$ cat src/hdl/voice_channel_allocator_top_macros.svh
// ----------------------------------------------------------------------------
// Voice channel allocator assertion macros
// Shared concurrent assertion forms, sampled on the rising clock edge and
// disabled while reset is low.
// ----------------------------------------------------------------------------
`ifndef VOICE_CHANNEL_ALLOCATOR_TOP_MACROS_SVH
`define VOICE_CHANNEL_ALLOCATOR_TOP_MACROS_SVH

// Same-cycle implication
`define VCA_ASSERT_NOW(label, clk, rst_n, ante, cons, msg) \
    label: assert property (@(posedge clk) disable iff (!rst_n) (ante) |-> (cons)) \
        else $error(msg);

// Next-cycle implication
`define VCA_ASSERT_NEXT(label, clk, rst_n, ante, cons, msg) \
    label: assert property (@(posedge clk) disable iff (!rst_n) (ante) |=> (cons)) \
        else $error(msg);

`endif

$ cat src/hdl/vca_pkg.sv
// ----------------------------------------------------------------------------
// Voice channel allocator package
// Operation and status codes and fixed field widths.
// ----------------------------------------------------------------------------
`default_nettype none

package vca_pkg;

    localparam int AGE_W = 32;
    localparam int ELAPSED_W = 16;
    localparam int CHAN_NUM_W = 6;
    localparam int CHOSEN_W = 5;

    localparam logic [1:0] OP_TICK    = 2'd0;
    localparam logic [1:0] OP_ALLOC   = 2'd1;
    localparam logic [1:0] OP_RELEASE = 2'd2;

    localparam logic [1:0] ST_TICK_DONE = 2'd0;
    localparam logic [1:0] ST_ALLOCATED = 2'd1;
    localparam logic [1:0] ST_RELEASED  = 2'd2;
    localparam logic [1:0] ST_BAD_CHAN  = 2'd3;

endpackage

`default_nettype wire

$ cat src/hdl/vca_age_ram.sv
// ----------------------------------------------------------------------------
// Channel age memory
// One write port and one read port; read data registered.
// ----------------------------------------------------------------------------
`default_nettype none

module vca_age_ram
    import vca_pkg::*;
#(
    parameter int DEPTH = 32,
    parameter int AW    = 5
) (
    input  wire logic             i_clk,
    input  wire logic             i_we,
    input  wire logic [AW-1:0]    i_waddr,
    input  wire logic [AGE_W-1:0] i_wdata,
    input  wire logic [AW-1:0]    i_raddr,
    output logic      [AGE_W-1:0] o_rdata
);

    logic [AGE_W-1:0] r_mem [DEPTH];

    always_ff @(posedge i_clk) begin
        if (i_we) begin
            r_mem[i_waddr] <= i_wdata;
        end
        o_rdata <= r_mem[i_raddr];
    end

endmodule

`default_nettype wire

$ cat src/hdl/voice_channel_allocator_top.sv
// ----------------------------------------------------------------------------
// Voice channel allocator
// Tracks free flags and ages of playback channels; allocates the lowest free
// channel, or steals the oldest one when all are busy.
// ----------------------------------------------------------------------------
//  Channel   Dir  Handshake                 Payload
//  s_axis    in   tvalid / tready           tuser: operation; tdata: channel,
//                                           elapsed_ms, playing_mask
//  m_axis    out  tvalid / tready           tuser: status; tdata: chosen_channel
//
//  Tick: walks the age memory, one entry a cycle.
//  Allocate: takes the lowest free channel directly, else scans for the oldest.
//  Release and unused codes: answered without a walk. One transaction is worked at a time.
//  Reset: ages clear through per-entry valid bits at once; no clearing pass.
//  A stalled output holds in its register; the next input is still taken.
// ----------------------------------------------------------------------------
`default_nettype none

module voice_channel_allocator_top
    import vca_pkg::*;
#(
    parameter int NUM_CHANNELS = 32
) (
    input  wire logic        i_clk,
    input  wire logic        i_rst_n,
    input  wire logic        i_s_axis_tvalid,
    output logic             o_s_axis_tready,
    // [5:0] channel_number, [21:6] elapsed_ms, [53:22] playing_mask, [55:54] zero
    input  wire logic [55:0] i_s_axis_tdata,
    // [1:0] operation
    input  wire logic [1:0]  i_s_axis_tuser,
    output logic             o_m_axis_tvalid,
    input  wire logic        i_m_axis_tready,
    // [4:0] chosen_channel, [7:5] zero
    output logic [7:0]       o_m_axis_tdata,
    // [1:0] status
    output logic [1:0]       o_m_axis_tuser
);

    `include "voice_channel_allocator_top_macros.svh"

    localparam int IW = (NUM_CHANNELS > 1) ? $clog2(NUM_CHANNELS) : 1;
    localparam int CW = $clog2(NUM_CHANNELS + 1);

    typedef enum logic [1:0] {
        S_IDLE,
        S_RUN,
        S_DONE
    } t_state;

    t_state                r_state;
    logic [1:0]            r_op;
    logic [ELAPSED_W-1:0]  r_elapsed;
    logic [CW-1:0]         r_cnt;
    logic                  r_pipe_vld;
    logic [IW-1:0]         r_pipe_idx;
    logic                  r_pipe_av;
    logic [AGE_W-1:0]      r_best;
    logic [IW-1:0]         r_pick;
    logic [1:0]            r_res_status;
    logic [NUM_CHANNELS-1:0] r_free;
    logic [NUM_CHANNELS-1:0] r_age_vld;
    logic                  r_out_valid;
    logic [1:0]            r_out_status;
    logic [CHOSEN_W-1:0]   r_out_chan;

    logic [1:0]            in_op;
    logic [CHAN_NUM_W-1:0] in_chan;
    logic [ELAPSED_W-1:0]  in_elapsed;
    logic [31:0]           in_mask;
    logic                  in_acc;
    logic                  chan_ok;
    logic                  any_free;
    logic [IW-1:0]         free_idx;
    logic                  cnt_live;
    logic [IW-1:0]         rd_idx;
    logic [AGE_W-1:0]      rd_data;
    logic [AGE_W-1:0]      age_q;
    logic [AGE_W:0]        age_sum;
    logic [AGE_W-1:0]      age_sat;
    logic                  better;
    logic [IW-1:0]         pick_nx;
    logic                  scan_last;
    logic                  mem_we;
    logic                  load_out;

    assign in_op      = i_s_axis_tuser;
    assign in_chan    = i_s_axis_tdata[5:0];
    assign in_elapsed = i_s_axis_tdata[21:6];
    assign in_mask    = i_s_axis_tdata[53:22];

    assign o_s_axis_tready = (r_state == S_IDLE);
    assign in_acc  = i_s_axis_tvalid && o_s_axis_tready;
    assign chan_ok = ({1'b0, in_chan} < 7'(NUM_CHANNELS));

    // Lowest-numbered free channel
    always_comb begin
        any_free = 1'b0;
        free_idx = '0;
        for (int i = NUM_CHANNELS - 1; i >= 0; i--) begin
            if (r_free[i]) begin
                any_free = 1'b1;
                free_idx = IW'(i);
            end
        end
    end

    assign cnt_live = (r_cnt < CW'(NUM_CHANNELS));
    assign rd_idx   = cnt_live ? r_cnt[IW-1:0] : '0;

    // Entry never written since reset or since its last allocation reads as zero age
    assign age_q   = r_pipe_av ? rd_data : '0;
    assign age_sum = {1'b0, age_q} + (AGE_W + 1)'(r_elapsed);
    assign age_sat = age_sum[AGE_W] ? '1 : age_sum[AGE_W-1:0];

    assign better    = (r_pipe_idx == '0) || (age_q > r_best);
    assign pick_nx   = better ? r_pipe_idx : r_pick;
    assign scan_last = r_pipe_vld && (r_pipe_idx == IW'(NUM_CHANNELS - 1));
    // Only playing channels age; the free flags already hold the inverted mask
    assign mem_we    = (r_state == S_RUN) && r_pipe_vld && (r_op == OP_TICK) &&
                       !r_free[r_pipe_idx];
    assign load_out  = (r_state == S_DONE) && (!r_out_valid || i_m_axis_tready);

    vca_age_ram #(
        .DEPTH (NUM_CHANNELS),
        .AW    (IW)
    ) u_age_ram (
        .i_clk   (i_clk),
        .i_we    (mem_we),
        .i_waddr (r_pipe_idx),
        .i_wdata (age_sat),
        .i_raddr (rd_idx),
        .o_rdata (rd_data)
    );

    always_ff @(posedge i_clk) begin
        if (!i_rst_n) begin
            r_state     <= S_IDLE;
            r_out_valid <= 1'b0;
            r_pipe_vld  <= 1'b0;
            r_cnt       <= '0;
            r_free      <= '1;
            r_age_vld   <= '0;
        end else begin
            r_pipe_vld <= 1'b0;
            if (r_out_valid && i_m_axis_tready) begin
                r_out_valid <= 1'b0;
            end

            case (r_state)
                S_IDLE: begin
                    if (in_acc) begin
                        r_op      <= in_op;
                        r_elapsed <= in_elapsed;
                        r_cnt     <= '0;
                        r_pick    <= '0;
                        case (in_op)
                            OP_TICK: begin
                                for (int i = 0; i < NUM_CHANNELS; i++) begin
                                    r_free[i] <= ~in_mask[i];
                                end
                                r_res_status <= ST_TICK_DONE;
                                r_state      <= S_RUN;
                            end
                            OP_ALLOC: begin
                                r_res_status <= ST_ALLOCATED;
                                if (any_free) begin
                                    r_pick              <= free_idx;
                                    r_age_vld[free_idx] <= 1'b0;
                                    r_state             <= S_DONE;
                                end else begin
                                    r_state <= S_RUN;
                                end
                            end
                            OP_RELEASE: begin
                                if (chan_ok) begin
                                    r_free[in_chan[IW-1:0]] <= 1'b1;
                                    r_res_status            <= ST_RELEASED;
                                end else begin
                                    r_res_status <= ST_BAD_CHAN;
                                end
                                r_state <= S_DONE;
                            end
                            default: begin
                                r_res_status <= ST_BAD_CHAN;
                                r_state      <= S_DONE;
                            end
                        endcase
                    end
                end
                S_RUN: begin
                    // Issue one read a cycle; handle its data in the cycle after
                    if (cnt_live) begin
                        r_cnt      <= r_cnt + CW'(1);
                        r_pipe_vld <= 1'b1;
                        r_pipe_idx <= rd_idx;
                        r_pipe_av  <= r_age_vld[rd_idx];
                    end
                    if (r_pipe_vld) begin
                        if (r_op == OP_TICK) begin
                            // Idle channels keep their age
                            if (mem_we) begin
                                r_age_vld[r_pipe_idx] <= 1'b1;
                            end
                        end else begin
                            r_pick <= pick_nx;
                            if (better) begin
                                r_best <= age_q;
                            end
                        end
                    end
                    if (scan_last) begin
                        if (r_op == OP_ALLOC) begin
                            // Steal the oldest: mark it free and restart its age
                            r_free[pick_nx]    <= 1'b1;
                            r_age_vld[pick_nx] <= 1'b0;
                        end
                        r_state <= S_DONE;
                    end
                end
                S_DONE: begin
                    if (load_out) begin
                        r_out_valid  <= 1'b1;
                        r_out_status <= r_res_status;
                        r_out_chan   <= CHOSEN_W'(r_pick);
                        r_state      <= S_IDLE;
                    end
                end
                default: begin
                    r_state <= S_IDLE;
                end
            endcase
        end
    end

    assign o_m_axis_tvalid = r_out_valid;
    assign o_m_axis_tuser  = r_out_status;
    assign o_m_axis_tdata  = {3'b000, r_out_chan};

    `VCA_ASSERT_NEXT(a_pick_cleared, i_clk, i_rst_n, load_out && (r_res_status == ST_ALLOCATED), r_free[r_pick] && !r_age_vld[r_pick], "allocated channel not free with cleared age")
    `VCA_ASSERT_NOW(a_pipe_in_run, i_clk, i_rst_n, r_pipe_vld, r_state == S_RUN, "scan data pending outside walk")
    `VCA_ASSERT_NOW(a_cnt_range, i_clk, i_rst_n, r_state == S_RUN, r_cnt <= CW'(NUM_CHANNELS), "walk counter past channel count")

endmodule

`default_nettype wire
$ cat config.mk
export PLATFORM = sky130hd
export DESIGN_NAME = voice_channel_allocator_top
export DESIGN_NICKNAME = d
export VERILOG_FILES = /design/src/hdl/vca_pkg.sv /design/src/hdl/vca_age_ram.sv /design/src/hdl/voice_channel_allocator_top.sv
export VERILOG_INCLUDE_DIRS = /design/src /design/src/hdl
export SDC_FILE = /design/constraint.sdc
export NUM_CORES = 2
export LEC_CHECK = 0
export ABC_AREA = 0
export BUFFER_PORTS_ARGS = -buffer_cell sky130_fd_sc_hd__buf_2
export CORE_MARGIN = 2
export CORE_UTILIZATION = 34
export DETAILED_ROUTE_END_ITERATION = 6
export SKIP_CTS_REPAIR_TIMING = 1
export SLEW_MARGIN = 10
export SYNTH_ARGS = -nofsm -noshare
export SYNTH_HDL_FRONTEND = slang
export SYNTH_SLANG_ARGS = --single-unit
$ cat constraint.sdc
create_clock -name i_clk -period 10.3 [get_ports i_clk]
set_input_delay 3.09 -clock i_clk [delete_from_list [all_inputs] [get_ports i_clk]]
set_output_delay 3.09 -clock i_clk [all_outputs]
set_load 0.05 [all_outputs]
==> results.md <==
- The internal power contribution is between 7000 and 8000 uW.
- The number of global-route vias before repair is 28.2k.
- In this design, the stage delay of the slowest critical-path cell is 0.87 ns.
- After synthesis the cells add up to 50,500 um2.
- The synthesized design contains 1,094 enable-type register cells.
- The DRC violations left is 0.
- The maximum clock frequency is about 190 MHz.
- The detailed router's first-iteration violation count is slightly below 3k.
- The H-tree depth reported by CTS is 3.
- Setup slack closes at a little over 5 ns.
- Excluding fillers, the count of instances in the completed layout stands at roughly 5.2k.
- The clock network burns approximately 44% of the power.
- The floorplan step defined a die boundary enclosing about 150,000 um2.
- For the pin with the worst max-slew slack, the measured transition is roughly 1.3 ns.
- The switching part of the total is ~20%.
- In the routed layout, each cell is associated on average with a via count of 5.60.
- The number of placed instances, taps included is slightly below 5k.
- The cell with the largest stage delay on the worst path is nand2_1.
- The arrival time reported for the critical path endpoint is between 5 and 6 ns.
- The worst setup path is captured at a flop.
- The clock buffer count from CTS is ~120.
- The final period utilization is ~50%.
- The sequential share of the synthesized area is 69.2%.
- The share of power burned in combinational logic is between 2 and 3%.
- The leakage power is roughly 0.018 uW.
- After floorplanning, the core was sized to cover approximately 150,000 um2.
- The switching component of the power is 2050 uW.
- Synthesis produced a netlist whose cell count is 3,081.
- Registers are responsible for a little over half of the overall power.
- The most frequent cell after synthesis is edfxtp_1.
- The number of nets in the layout is roughly 3.3k.
- Headroom to the max-slew limit came out at around 13%.
- The floorplan step set the die width to roughly 390 um.
- The number of iterations in the first detailed-routing pass is 5.
- Setup repair after global routing left no endpoint under its margin.
- The peak supply drop is about 130 uV.
- The height of the die is 390 um.
- The worst register-to-register path has a setup slack of between 5 and 6 ns.
- The count of endpoints failing hold in the final timing report is 0.
- Relative to the synthesized area, the layout overhead comes to 13.4%.
- OpenSTA, run right after detailed placement, puts the worst setup slack at about 4.4 ns.
- The final layout contains routed wiring with a total length of roughly 140 mm.
- Cells with a size suffix above 1 make up 18.3% of the layout.
- The tree is rooted in a clkbuf_16.
- For this run, the number of Yosys warnings is 0.
- The most frequently used flop master after synthesis is edfxtp_1.
- The critical path class is in -> reg.
- The sum of negative setup slack is 0 ns.
- In this run the count of I/O pins placed on the die edge is 74.
- The clock reaches the later pin of the worst-skew pair after between 0.7 and 0.8 ns.
- Between clock sinks in the finished design, the worst skew comes to around 0.03 ns.
- By count the netlist is led by 1,094 x edfxtp_1, 272 x mux2i_1, 199 x mux4_2.
- The average wire per standard cell is around 26 um.
- The class of the tightest hold or removal check is reg -> reg.
- The most area-hungry cell type in the Yosys netlist is edfxtp_1.
- The total grt overflow is 0.
- Of all flip-flops after synthesis, the portion carrying an async set or reset was 0%.
- The tightest hold path in the finished design has a slack of 0.417 ns.
- The starting density of the core is between 30% and 40%.
- In the post-synthesis netlist, the biggest area contributors are edfxtp_1 65%, mux4_2 8.9%, mux2i_1 5.4%.
- Entering global routing, the biggest net connects 95 pins.
- The clock period minus final worst setup slack is slightly above 5 ns.
- Setup violations remaining at the end of the flow were counted as 0.
- Synthesis instantiated 100 different standard cells from the library.
- The required time reported for the critical path endpoint is 10.89 ns.
- Buffers placed on the I/O ports in this run total a little under 70.
- A synthesized cell averages approximately 16 um2.
- The flow ran to the end, and the final reports show no timing, DRC or antenna violations.
- Traced cell by cell, the critical path runs through buf_2 -> buf_4 -> and3_2 -> nand2_1 -> o22ai_1 -> a21oi_1.
- In the global route stage, overall resource usage came out at about 18%.
- The category of the worst setup path launch point is an input pin.
- The synthesis-stage register bit count is about 1.2k.
- The number of rows created at floorplan is 141.
- The CTS tree is yes.
- At the end of routability-driven placement, the weighted congestion stood at roughly 0.9.
- The final max-slew violation count is 0.
- The repair_antennas step left the layout with diodes totalling 0.
- After clock tree synthesis, the clock-pin slew on the worst setup and hold paths is around 0.060 ns.
- The power density of the placed cells is around 170 nW/um2.
- The highest fanout seen on the critical path is 45.
- The global-route wire length before repair is 197 mm.
- The initial antenna violation count is 4.
- The reported max-cap violation count is 0.
- For this design, the sink count on the clock tree is 1,200.
- The routed layout has 29.1k vias.
- After synthesis, the largest area contributor takes up approximately two thirds of total cell area.
- The longest clock path from root to sink contains 3 buffers.
- The half-perimeter wire length of the detailed placement result is around 71 mm.
- The antenna violation net count after detailed routing is 0.
## logic make-up after synthesis
family / after synthesis / synth area share [%]
compound gates: 524 / 7.08
simple gates: 555 / 5.44
mux: 479 / 14.6
buf+inv: 258 / 2.13
fa+ha+maj: 50 / 1.25
xor+xnor: 14 / 0.243
flops: 1200 / 69.2
other cells: 1 / 0.00742
## area by class of cell
| class | instances | area, um2 |
|---|---|---|
| timing repair buffer | 141 | 901 |
| clock inverter | 56 | 542 |
| clock buffer | 168 | 3360 |
| tap | 1930 | 2410 |
| fill | 13300 | 90400 |
| sequential | 1200 | 35000 |
| inverter | 68 | 260 |
| multi-input combinational | 1625 | 14800 |
## layer usage
metal  vias to the layer above  track usage (%)  wire length (um)
met2                      1193             28.4             63800
met1                     15100             24.9             58900
met4                         0             4.56              3460
met3                       222             2.59              9350
li1                      12600                -                 -
met5                         -                0                 0
## power groups by stage
stage	sequential [uW]	clock (uW)	combinational, uW
global placement	5440	0	245
CTS	5340	4410	250
finish	5340	4350	249
global route	5340	4600	272
floorplan	5430	0	176
detailed placement	5440	0	249
## sequential cells by signal, summed over array words and instances, names as in the netlist, 5 cells and up
signal             flops
r_age_vld             32
r_best                32
r_cnt                  6
r_elapsed             16
r_free                32
r_out_chan             5
r_pick                 5
r_pipe_idx             5
u_age_ram.o_rdata     32
u_age_ram.r_mem     1024
## metrics by stage
stage	area (um2)	utilization (%)	total power, uW
after floorplan	50500	-	5600
after global placement	53400	36.1	5680
final	57300	38.8	9940
after detailed placement	53400	36.1	5690
after global routing	57300	38.8	10200
after CTS	57300	38.8	10000
## worst max-delay path, delay by kind of cell
kind                   cells  cell delay, ns
and+or+nand+nor            2            1.64
buffers and inverters      2            0.50
AOI/OAI and AO/OA          2            0.47
## path summary, 6_finish.rpt
check,depth (start not counted),endpoint,start
worst max register to register,11,u_age_ram.r_mem[18][21],r_pipe_av
worst min-delay path,0,o_m_axis_tuser[0],r_res_status[0]
worst min register to register,0,o_m_axis_tuser[0],r_res_status[0]
worst max-delay path,6,r_free[19],i_rst_n
## cells in the final DEF, fill, tap and decap left out, types with 28 or more instances in the layout
master / Yosys / routed
buf_2: 33 / 68
dfxtp_1: 106 / 104
buf_4: 9 / 72
ha_1: 49 / 49
o21ai_0: 32 / 28
clkbuf_16: 0 / 123
a21oi_1: 99 / 99
o22ai_1: 176 / 176
nand2_1: 179 / 179
clkbuf_1: 116 / 34
inv_1: 66 / 65
a211oi_1: 47 / 46
and2_1: 34 / 34
mux4_2: 199 / 199
nor2_4: 0 / 31
mux2i_1: 272 / 270
nor2_1: 128 / 97
edfxtp_1: 1094 / 1094
Note: power is estimated with default switching activity, not from simulation.
